--- config.mk ---
export PLATFORM = sky130hd
export DESIGN_NAME = updown_decimal_counter_seg_scan_flat
export DESIGN_NICKNAME = d
export VERILOG_FILES = /design/src/hw/rtl/udcss_pkg.sv /design/src/hw/rtl/udcss_in_if.sv /design/src/hw/rtl/udcss_out_if.sv /design/src/hw/rtl/updown_decimal_counter_seg_scan.sv /design/src/hw/rtl/udcss_ctrl.sv /design/src/hw/rtl/udcss_dp.sv /design/src/flat_wrapper.sv
export SDC_FILE = /design/constraint.sdc
export NUM_CORES = 1
export LEC_CHECK = 0
export BUFFER_PORTS_ARGS = -buffer_cell sky130_fd_sc_hd__buf_2
export CELL_PAD_IN_SITES_DETAIL_PLACEMENT = 0
export CELL_PAD_IN_SITES_GLOBAL_PLACEMENT = 1
export CORE_ASPECT_RATIO = 1.1
export CORE_MARGIN = 1.5
export CORE_UTILIZATION = 40
export CTS_BUF_LIST = sky130_fd_sc_hd__clkbuf_8
export DETAILED_ROUTE_END_ITERATION = 8
export GPL_TIMING_DRIVEN = 0
export PLACE_DENSITY = 0.66
export SLEW_MARGIN = 0
export SYNTH_ARGS = -nofsm -noshare
export SYNTH_HDL_FRONTEND = slang
export SYNTH_SLANG_ARGS = --single-unit
--- constraint.sdc ---
create_clock -name clk -period 13.85 [get_ports clk]
set_input_delay 0.6925 -clock clk [delete_from_list [all_inputs] [get_ports clk]]
set_output_delay 0.6925 -clock clk [all_outputs]
set_load 0.02 [all_outputs]
--- src/hw/rtl/udcss_pkg.sv ---
// shared types and constants for the up/down decimal counter with digit scan
// no dependencies
package udcss_pkg;

  localparam int NUM_DIGITS = 4;
  localparam int SCAN_W     = (NUM_DIGITS > 1) ? $clog2(NUM_DIGITS) : 1;
  localparam int COUNT_W    = 14;
  localparam int DIGIT_W    = 4;
  localparam int SEL_W      = 4;
  localparam int BTN_W      = 2;
  localparam int RECIP_W    = 16;
  localparam int RECIP_SH   = 19;

  localparam logic [COUNT_W-1:0] COUNT_MAX   = COUNT_W'(9999);
  localparam logic [COUNT_W-1:0] COUNT_RESET = COUNT_W'(10);
  localparam logic [SEL_W-1:0]   SELECT_TOP  = SEL_W'(8);
  localparam logic [RECIP_W-1:0] RECIP_TEN   = RECIP_W'(52429);
  localparam logic [SCAN_W-1:0]  SCAN_LAST   = SCAN_W'(NUM_DIGITS - 1);

  typedef enum logic [1:0] {
    CMD_NONE   = 2'd0,
    CMD_UP     = 2'd1,
    CMD_DOWN   = 2'd2,
    CMD_PRESET = 2'd3
  } cmd_t;

  typedef struct packed {
    logic load_in;
    logic apply_cmd;
    logic div_step;
    logic emit;
  } ctrl_t;

  typedef struct packed {
    logic div_done;
    logic out_free;
  } status_t;

  function automatic logic [COUNT_W-1:0] div10(input logic [COUNT_W-1:0] v);
    logic [COUNT_W+RECIP_W-1:0] p;
    p = (COUNT_W+RECIP_W)'(v) * (COUNT_W+RECIP_W)'(RECIP_TEN);
    return COUNT_W'(p >> RECIP_SH);
  endfunction

  function automatic logic [COUNT_W-1:0] inc_wrap(input logic [COUNT_W-1:0] v);
    return (v >= COUNT_MAX) ? '0 : v + COUNT_W'(1);
  endfunction

  function automatic logic [COUNT_W-1:0] dec_wrap(input logic [COUNT_W-1:0] v);
    return ((v == '0) || (v > COUNT_MAX)) ? COUNT_MAX : v - COUNT_W'(1);
  endfunction

endpackage

--- src/hw/rtl/udcss_in_if.sv ---
// input channel: one scan tick transaction with command and button levels
// depends on udcss_pkg
interface udcss_in_if;
  import udcss_pkg::*;

  logic               valid;
  logic               ready;
  logic [1:0]         cmd;
  logic [COUNT_W-1:0] preset_value;
  logic [BTN_W-1:0]   button_levels;

  modport source (output valid, cmd, preset_value, button_levels, input ready);
  modport sink   (input valid, cmd, preset_value, button_levels, output ready);
endinterface

--- src/hw/rtl/udcss_out_if.sv ---
// output channel: one display result transaction per scan tick
// depends on udcss_pkg
interface udcss_out_if;
  import udcss_pkg::*;

  logic               valid;
  logic               ready;
  logic [SEL_W-1:0]   digit_select;
  logic [DIGIT_W-1:0] digit_value;
  logic [COUNT_W-1:0] count_value;

  modport source (output valid, digit_select, digit_value, count_value, input ready);
  modport sink   (input valid, digit_select, digit_value, count_value, output ready);
endinterface

--- src/hw/rtl/updown_decimal_counter_seg_scan.sv ---
// Four-digit up/down decimal counter (0..9999, reset value 10) with a
// multiplexed digit scan. Each tick transaction applies its command, advances
// the scan index and returns the one-hot digit select, that digit and the
// count; falling button edges then step the count for the next tick. A tick
// passes from acceptance through command, digit extraction and result states;
// the divide-by-ten unit strips one decimal digit per cycle down to digit k,
// the new scan index (0..3); the next tick is taken the cycle after the result
// is registered, while that result may still wait at the output.
// depends on udcss_pkg, udcss_in_if, udcss_out_if, udcss_ctrl, udcss_dp
module updown_decimal_counter_seg_scan (
  input logic          clk,
  input logic          rst,
  udcss_in_if.sink     tick,
  udcss_out_if.source  disp
);
  import udcss_pkg::*;

  ctrl_t   ctrl;
  status_t stat;

  udcss_ctrl u_ctrl (
    .clk      (clk),
    .rst      (rst),
    .in_valid (tick.valid),
    .in_ready (tick.ready),
    .stat     (stat),
    .ctrl     (ctrl)
  );

  udcss_dp u_dp (
    .clk        (clk),
    .rst        (rst),
    .ctrl       (ctrl),
    .stat       (stat),
    .in_cmd     (tick.cmd),
    .in_preset  (tick.preset_value),
    .in_buttons (tick.button_levels),
    .out_valid  (disp.valid),
    .out_ready  (disp.ready),
    .out_select (disp.digit_select),
    .out_digit  (disp.digit_value),
    .out_count  (disp.count_value)
  );
endmodule

--- src/hw/rtl/udcss_ctrl.sv ---
// controller state machine sequencing command, digit extraction and result
// depends on udcss_pkg
module udcss_ctrl (
  input  logic              clk,
  input  logic              rst,
  input  logic              in_valid,
  output logic              in_ready,
  input  udcss_pkg::status_t stat,
  output udcss_pkg::ctrl_t   ctrl
);
  import udcss_pkg::*;

  typedef enum logic [1:0] {
    S_IDLE,
    S_CMD,
    S_DIV,
    S_EMIT
  } state_t;

  state_t state;

  always_ff @(posedge clk) begin
    if (rst) begin
      state <= S_IDLE;
    end else begin
      unique case (state)
        S_IDLE: if (in_valid) state <= S_CMD;
        S_CMD:  state <= S_DIV;
        S_DIV:  if (stat.div_done) state <= S_EMIT;
        S_EMIT: if (stat.out_free) state <= S_IDLE;
        default: state <= S_IDLE;
      endcase
    end
  end

  always_comb begin
    in_ready       = (state == S_IDLE);
    ctrl.load_in   = (state == S_IDLE) && in_valid;
    ctrl.apply_cmd = (state == S_CMD);
    ctrl.div_step  = (state == S_DIV) && !stat.div_done;
    ctrl.emit      = (state == S_EMIT) && stat.out_free;
  end

  a_single_cmd: assert property (@(posedge clk) disable iff (rst)
    $onehot0({ctrl.load_in, ctrl.apply_cmd, ctrl.div_step, ctrl.emit}))
    else $error("more than one datapath command");

  a_cmd_to_div: assert property (@(posedge clk) disable iff (rst)
    ctrl.apply_cmd |=> (state == S_DIV))
    else $error("command not followed by digit extraction");

  a_emit_to_idle: assert property (@(posedge clk) disable iff (rst)
    ctrl.emit |=> in_ready)
    else $error("not ready after result");
endmodule

--- src/hw/rtl/udcss_dp.sv ---
// datapath: count, scan index, button history, divide-by-ten unit, result register
// depends on udcss_pkg
module udcss_dp (
  input  logic               clk,
  input  logic               rst,
  input  udcss_pkg::ctrl_t   ctrl,
  output udcss_pkg::status_t stat,
  input  logic [1:0]                       in_cmd,
  input  logic [udcss_pkg::COUNT_W-1:0]    in_preset,
  input  logic [udcss_pkg::BTN_W-1:0]      in_buttons,
  output logic                             out_valid,
  input  logic                             out_ready,
  output logic [udcss_pkg::SEL_W-1:0]      out_select,
  output logic [udcss_pkg::DIGIT_W-1:0]    out_digit,
  output logic [udcss_pkg::COUNT_W-1:0]    out_count
);
  import udcss_pkg::*;

  logic [COUNT_W-1:0] count;
  logic [SCAN_W-1:0]  scan_index;
  logic [BTN_W-1:0]   prev_buttons;
  cmd_t               cmd_r;
  logic [COUNT_W-1:0] preset_r;
  logic [BTN_W-1:0]   btn_r;
  logic [COUNT_W-1:0] work;
  logic [SCAN_W-1:0]  steps;

  logic [COUNT_W-1:0] quot;
  logic [COUNT_W-1:0] cmd_count;
  logic [COUNT_W-1:0] btn_count;
  logic [SCAN_W-1:0]  scan_next;
  logic [BTN_W-1:0]   fall;
  logic [DIGIT_W-1:0] digit;

  always_comb begin
    quot  = div10(work);
    digit = DIGIT_W'(work - ((quot << 3) + (quot << 1)));
    unique case (cmd_r)
      CMD_UP:     cmd_count = inc_wrap(count);
      CMD_DOWN:   cmd_count = dec_wrap(count);
      CMD_PRESET: cmd_count = (preset_r > COUNT_MAX) ? COUNT_MAX : preset_r;
      default:    cmd_count = count;
    endcase
    scan_next = (scan_index == SCAN_LAST) ? '0 : scan_index + SCAN_W'(1);
    fall      = prev_buttons & ~btn_r;
    btn_count = count;
    if (fall[0]) btn_count = inc_wrap(btn_count);
    if (fall[1]) btn_count = dec_wrap(btn_count);
    stat.div_done = (steps == '0);
    stat.out_free = !out_valid || out_ready;
  end

  always_ff @(posedge clk) begin
    if (rst) begin
      count        <= COUNT_RESET;
      scan_index   <= '0;
      prev_buttons <= '0;
      out_valid    <= 1'b0;
    end else begin
      if (ctrl.apply_cmd) begin
        count      <= cmd_count;
        scan_index <= scan_next;
      end
      if (ctrl.emit) begin
        out_valid    <= 1'b1;
        count        <= btn_count;
        prev_buttons <= btn_r;
      end else if (out_valid && out_ready) begin
        out_valid <= 1'b0;
      end
    end
  end

  always_ff @(posedge clk) begin
    if (ctrl.load_in) begin
      cmd_r    <= cmd_t'(in_cmd);
      preset_r <= in_preset;
      btn_r    <= in_buttons;
    end
    if (ctrl.apply_cmd) begin
      work  <= cmd_count;
      steps <= scan_next;
    end
    if (ctrl.div_step) begin
      work  <= quot;
      steps <= steps - SCAN_W'(1);
    end
    if (ctrl.emit) begin
      out_select <= SEL_W'(SELECT_TOP >> scan_index);
      out_digit  <= digit;
      out_count  <= count;
    end
  end

  a_count_range: assert property (@(posedge clk) disable iff (rst)
    count <= COUNT_MAX)
    else $error("count out of decimal range");

  a_digit_range: assert property (@(posedge clk) disable iff (rst)
    out_valid |-> (out_digit <= DIGIT_W'(9)))
    else $error("digit value not decimal");

  a_emit_valid: assert property (@(posedge clk) disable iff (rst)
    ctrl.emit |=> out_valid)
    else $error("result register not loaded");
endmodule
--- src/flat_wrapper.sv ---
// flat-port wrapper written by rule: the top's interface ports become plain ports
module updown_decimal_counter_seg_scan_flat import udcss_pkg::*;
  (clk, rst, tick_valid, tick_cmd, tick_preset_value, tick_button_levels, tick_ready, disp_valid, disp_digit_select, disp_digit_value, disp_count_value, disp_ready);
  udcss_in_if tick_i ();
  udcss_out_if disp_i ();
  input logic clk;
  input logic rst;
  input wire logic [$bits(tick_i.valid)-1:0] tick_valid;
  input wire logic [$bits(tick_i.cmd)-1:0] tick_cmd;
  input wire logic [$bits(tick_i.preset_value)-1:0] tick_preset_value;
  input wire logic [$bits(tick_i.button_levels)-1:0] tick_button_levels;
  output wire logic [$bits(tick_i.ready)-1:0] tick_ready;
  output wire logic [$bits(disp_i.valid)-1:0] disp_valid;
  output wire logic [$bits(disp_i.digit_select)-1:0] disp_digit_select;
  output wire logic [$bits(disp_i.digit_value)-1:0] disp_digit_value;
  output wire logic [$bits(disp_i.count_value)-1:0] disp_count_value;
  input wire logic [$bits(disp_i.ready)-1:0] disp_ready;
  assign tick_i.valid = tick_valid;
  assign tick_i.cmd = tick_cmd;
  assign tick_i.preset_value = tick_preset_value;
  assign tick_i.button_levels = tick_button_levels;
  assign tick_ready = tick_i.ready;
  assign disp_valid = disp_i.valid;
  assign disp_digit_select = disp_i.digit_select;
  assign disp_digit_value = disp_i.digit_value;
  assign disp_count_value = disp_i.count_value;
  assign disp_i.ready = disp_ready;
  updown_decimal_counter_seg_scan u_core (.clk(clk), .rst(rst), .tick(tick_i), .disp(disp_i));
endmodule
## After elaboration in Yosys (flattened, before gate mapping)

Index checks and enable logic that the tools add are counted.

| cells by class | value |
|---|---|
| $add $sub $neg | 7 |
| $mul | 1 |
| magnitude comparators | 4 |
| eq/ne operators | 10 |
| shift operators | 1 |
| mux-type cells | 20 |
| bitwise gates (word level) | 2 |
| reduce and logical (&&, ||, !) cells | 17 |

Operators with widths:

| kind | count |
|---|---|
| $mux 14 | 8 |
| $gt 14x14->1 const B | 3 |
| $pmux 14 s3 | 1 |
| $mul 14x16->30 const B | 1 |
| $logic_not 14->1 | 2 |
| $sub 14x1->14 const B | 2 |
| $mux 11 | 2 |
| $add 14x1->14 const B | 1 |
| $ge 14x14->1 const B | 1 |
| $mux 2 | 6 |
| $eq 2x2->1 const B | 5 |
| $pmux 2 s4 | 1 |
| $ne 2x2->1 const B | 3 |
| $reduce_bool 2->1 | 3 |
| $add 4x4->4 | 1 |
| $eq 2x1->1 const B | 2 |
| $logic_and 1x1->1 | 4 |
| $logic_not 2->1 | 2 |
| $shr 4x2->4 const A | 1 |
| $sub 4x4->4 | 1 |
| $logic_or 1x1->1 | 3 |
| $reduce_and 3->1 | 1 |
| $add 2x1->2 const B | 1 |
| $and 2x2->2 | 1 |
| other kinds (4) | 6 |

| storage, ports and cells | value |
|---|---|
| register bits | 77 |
| bits of input ports | 22 |

## Depth between registers and ports, before layout

| logic depth | value |
|---|---|
| depth in word-level cells | 8 |
| mapped depth | 24 |
| mapped depth without buffers | 24 |

## Modules after synthesis

Synthesis repeated with hierarchy kept, for this count alone.

| unflattened totals | value |
|---|---|
| cells, all modules | 853 |
| area, all modules | 8,145.3 sq um |

By module, submodules not included:

| module | instances | cells an instance | area each (sq um) | sequential area each (sq um) |
|---|---|---|---|---|
| udcss_dp | 1 | 833 | 7,936.4 | 2,031.9 |
| udcss_ctrl | 1 | 20 | 209.0 | 40.0 |

## Worst setup path after synthesis

Ideal clock, no wire load.

| path | value |
|---|---|
| path type | register to register |
| start point | register u_core.u_dp.work[12] |
| end point | register u_core.u_dp.work[8], data pin |
| setup time | 264 ps |
| arrival time | 5,428 ps |
| data required time | 13,586 ps |
| path slack | 8,158 ps |
| cell stages (with the launch flop) | 22 |
| path through | dfxtp_1 -> inv_1 -> ha_1 -> inv_1 -> fa_1 -> inv_1 -> fa_1 -> fa_1 -> inv_1 -> fa_1 -> inv_1 -> fa_1 -> inv_1 -> ha_1 -> nor4_1 -> nand2_1 -> a311oi_1 -> o31ai_1 -> a221oi_1 -> o21ai_0 -> a211o_1 -> o2bb2ai_1 |

| between the ends | value |
|---|---|
| longest elaborated chain between the ends | 2 |

RTL lines:

| item | line | RTL |
|---|---|---|
| start, declared | udcss_dp.sv:25 | `logic [COUNT_W-1:0] work;` |
| start signal, assigned | udcss_dp.sv:81 | `work <= cmd_count;` |
| start signal, assigned | udcss_dp.sv:85 | `work <= quot;` |
| $mul 14x16->30 | udcss_pkg.sv:41 | `p = (COUNT_W+RECIP_W)'(v) * (COUNT_W+RECIP_W)'(RECIP_TEN);` |
| $mux 11 | udcss_dp.sv:84 | `if (ctrl.div_step) begin` |

Every way passes these cells.
A chain may end at the register's enable or synchronous reset.

## Final worst setup path

| path | value |
|---|---|
| start point | register u_core.u_dp.work[12] |
| end point | register u_core.u_dp.work[10], data pin |

The elaborated chain is that of the path after synthesis.

==> results_dict.tcl <==
set metrics [dict create \
    reg2regPathDepth 21 \
    clockBufferDepth 2 \
    max_cap_viol_count 0 \
    wl_um 22500 \
    gr-total-overflow 0 \
    endpoint_kind "flip-flop" \
    ant_nets 0 \
    grtUsageTotal_pct 22.0 \
    vias_per_cell 5.58 \
    dieWidth_um 139 \
    htreeDepth 3 \
    synthFlopType "edfxtp_1" \
    yosysWarnings 0 \
    hold_class "reg2reg" \
    cts_tree "built" \
    grt_pass1_wl_um 36100 \
    cts_hold_buf 0 \
    synthTopCellsByArea "edfxtp_1 (19%), ha_1 (17%), fa_1 (13%)" \
    synth-xor-area-share_pct 4.28 \
    async_flop_share_pct 0 \
    finalSetupViolations 0 \
    clock_skew_ps 19.4 \
    start_util_pct 41.1 \
    grt_start_max_net_pins 26 \
    dieArea_sq_um 21300 \
    synth_top_family_by_area "adder cells" \
    grt_pass1_vias 6614 \
    synth_compound_area_share_pct 17.0 \
    reg2reg_setup_slack_ps 7130 \
    coreArea_sq_um 19900 \
    final_util_pct 45.1 \
    area_growth_pct 9.70 \
    synth-adder-area-share_pct 30.6 \
    hpwl_um 18400 \
    final_nets 1091 \
    antenna_found_initial 0 \
    port-buffer-count 45 \
    ys_seq_area_share_pct 25.3 \
    post_cts_buffers 0 \
    crit_required_ps 14120 \
    die_height_um 153 \
    critPathKind "reg2reg" \
    syn_inst 845 \
    n_antenna_cell 0 \
    syn_area_per_cell_sq_um 9.69 \
    drc 1 \
    finalCriticalPeriod_ps 6720 \
    relSlewSlack_pct 25.4 \
    synth_edf_count 53 \
    vias 6461 \
    synth_cell_types 94 \
    slew_violations 0 \
    num_rows 54 \
    ys_top_cells_by_count "ha_1 (114), inv_1 (108), nand2_1 (59)" \
    crit_path_start_kind "flip-flop" \
    post_drt_wl_per_cell_um 19.4 \
    syn_area_sq_um 8190 \
    yosys_register_bits 77 \
    violations "design-rule violations" \
    root_buffer "clkbuf_8" \
    insertion_delay_ps 400 \
    synth_top_area_share_pct 19.4 \
    final.period_utilization_pct 48.5 \
    syn_nets 1035 \
    rsz0062_at_grt "no" \
    gp_congestion 0.920 \
    drt_first_pass_iters 6 \
    numCtsBuffers 9 \
    cp_max_fo 5 \
    yosysMostFrequentCell "ha_1" \
    status "complete, but fails checks" \
    setup_tns_ps 0 \
    timing.fmax_ghz 0.149 \
    cts.sinks 77 \
    drive_gt1_share_pct 12.4 \
    drt_iter0_drc 394 \
    hold_depth 0 \
    yosys-mux-area-fraction_pct 1.74 \
    synthSimpleGateAreaFrac_pct 14.1 \
    hold_violations 0 \
    arrival_ps 6990 \
    ios 46 \
    tightest_slew_ps 1120 \
    cts_resized 0 \
    clk_pin_slew_ps 100 \
    synth_top_area_cell "edfxtp_1" \
]
cell usage in the layout, fill, tap and decap left out, types with 7 or more instances in the layout:
| master | count |
|---|---|
| ha_1 | 114 |
| inv_1 | 108 |
| nand2_1 | 59 |
| buf_2 | 56 |
| fa_1 | 54 |
| edfxtp_1 | 53 |
| nor2_1 | 47 |
| o21ai_0 | 37 |
| a21oi_1 | 33 |
| xnor2_1 | 25 |
| dfxtp_1 | 24 |
| clkbuf_1 | 19 |
| nand3_1 | 18 |
| nor3_1 | 18 |
| xor2_1 | 15 |
| mux2i_1 | 12 |
| clkbuf_8 | 10 |
| and2_1 | 8 |
| nor2b_1 | 8 |
| o22ai_1 | 8 |
| a21o_1 | 7 |
cell type report:
| class | instances | area (sq um) |
|---|---|---|
| fillers | 1975 | 10900 |
| inverters | 109 | 409 |
| well taps | 252 | 315 |
| clock inverters | 6 | 116 |
| plain buffers | 35 | 156 |
| flip-flops and latches | 77 | 2070 |
| repair buffers | 45 | 225 |
| clock buffers | 10 | 138 |
| multi-input cells | 624 | 5550 |
worst paths after layout:
check | startpoint | end
worst min register to register | u_core.u_dp.count[2] | u_core.u_dp.out_count[2]
worst max-delay path | u_core.u_dp.work[12] | u_core.u_dp.work[10]
worst min-delay path | u_core.u_dp.count[2] | u_core.u_dp.out_count[2]
worst max register to register | u_core.u_dp.work[12] | u_core.u_dp.work[10]
metrics by stage:
step                std cells  setup WS, ps  instance area, sq um  hold slack, ps
CTS                      1158          7080                  8980             433
global placement         1142          7110                  8730             412
floorplan                 845          8160                  8190             403
finish                   1158          7130                  8980             431
global route             1158          6610                  8980             445
detailed placement       1142          7120                  8730             412
routing by layer:
metal  GRT usage, %  routed length, um
met5              0                  0
met4           9.63                977
met3           2.73                627
met2           39.4              11200
met1           26.4               9690
registers in the layout, indices dropped and copies added, names as in the netlist:
signal,flops
u_core.u_dp.count,14
u_core.u_dp.out_count,14
u_core.u_dp.preset_r,14
u_core.u_dp.work,14
u_core.u_dp.out_digit,4
u_core.u_dp.out_select,4
u_core.u_ctrl.state,2
u_core.u_dp.btn_r,2
u_core.u_dp.cmd_r,2
u_core.u_dp.prev_buttons,2
u_core.u_dp.scan_index,2
u_core.u_dp.steps,2
u_core.u_dp.out_valid,1
critical path, stage by stage, from the launching register on:
cell      delay (ps)
dfxtp_1          480
inv_1             80
ha_1             280
inv_1             60
fa_1             590
inv_1            110
fa_1             490
fa_1             550
inv_1             50
fa_1             520
inv_1             60
fa_1             500
inv_1             40
ha_1             200
nor4_1           200
nand2_1          100
a311oi_1         510
o31ai_1          250
a221oi_1         630
o21ai_0          370
or3_1            420
nand3_1           80
logic make-up (layout without fill, tap and decap cells):
family,count (synthesis),count (layout)
xor gates and xnor gates,40,40
DFF,77,77
and+or+nand+nor,219,219
adders and majority gates,168,168
AOI/OAI and AO/OA,184,184
buffers and inverters,144,205
muxes,13,13
Power is left out: the tool's default activity adds up to more than one toggle a clock period on the data nets, which glitch-free logic cannot reach.
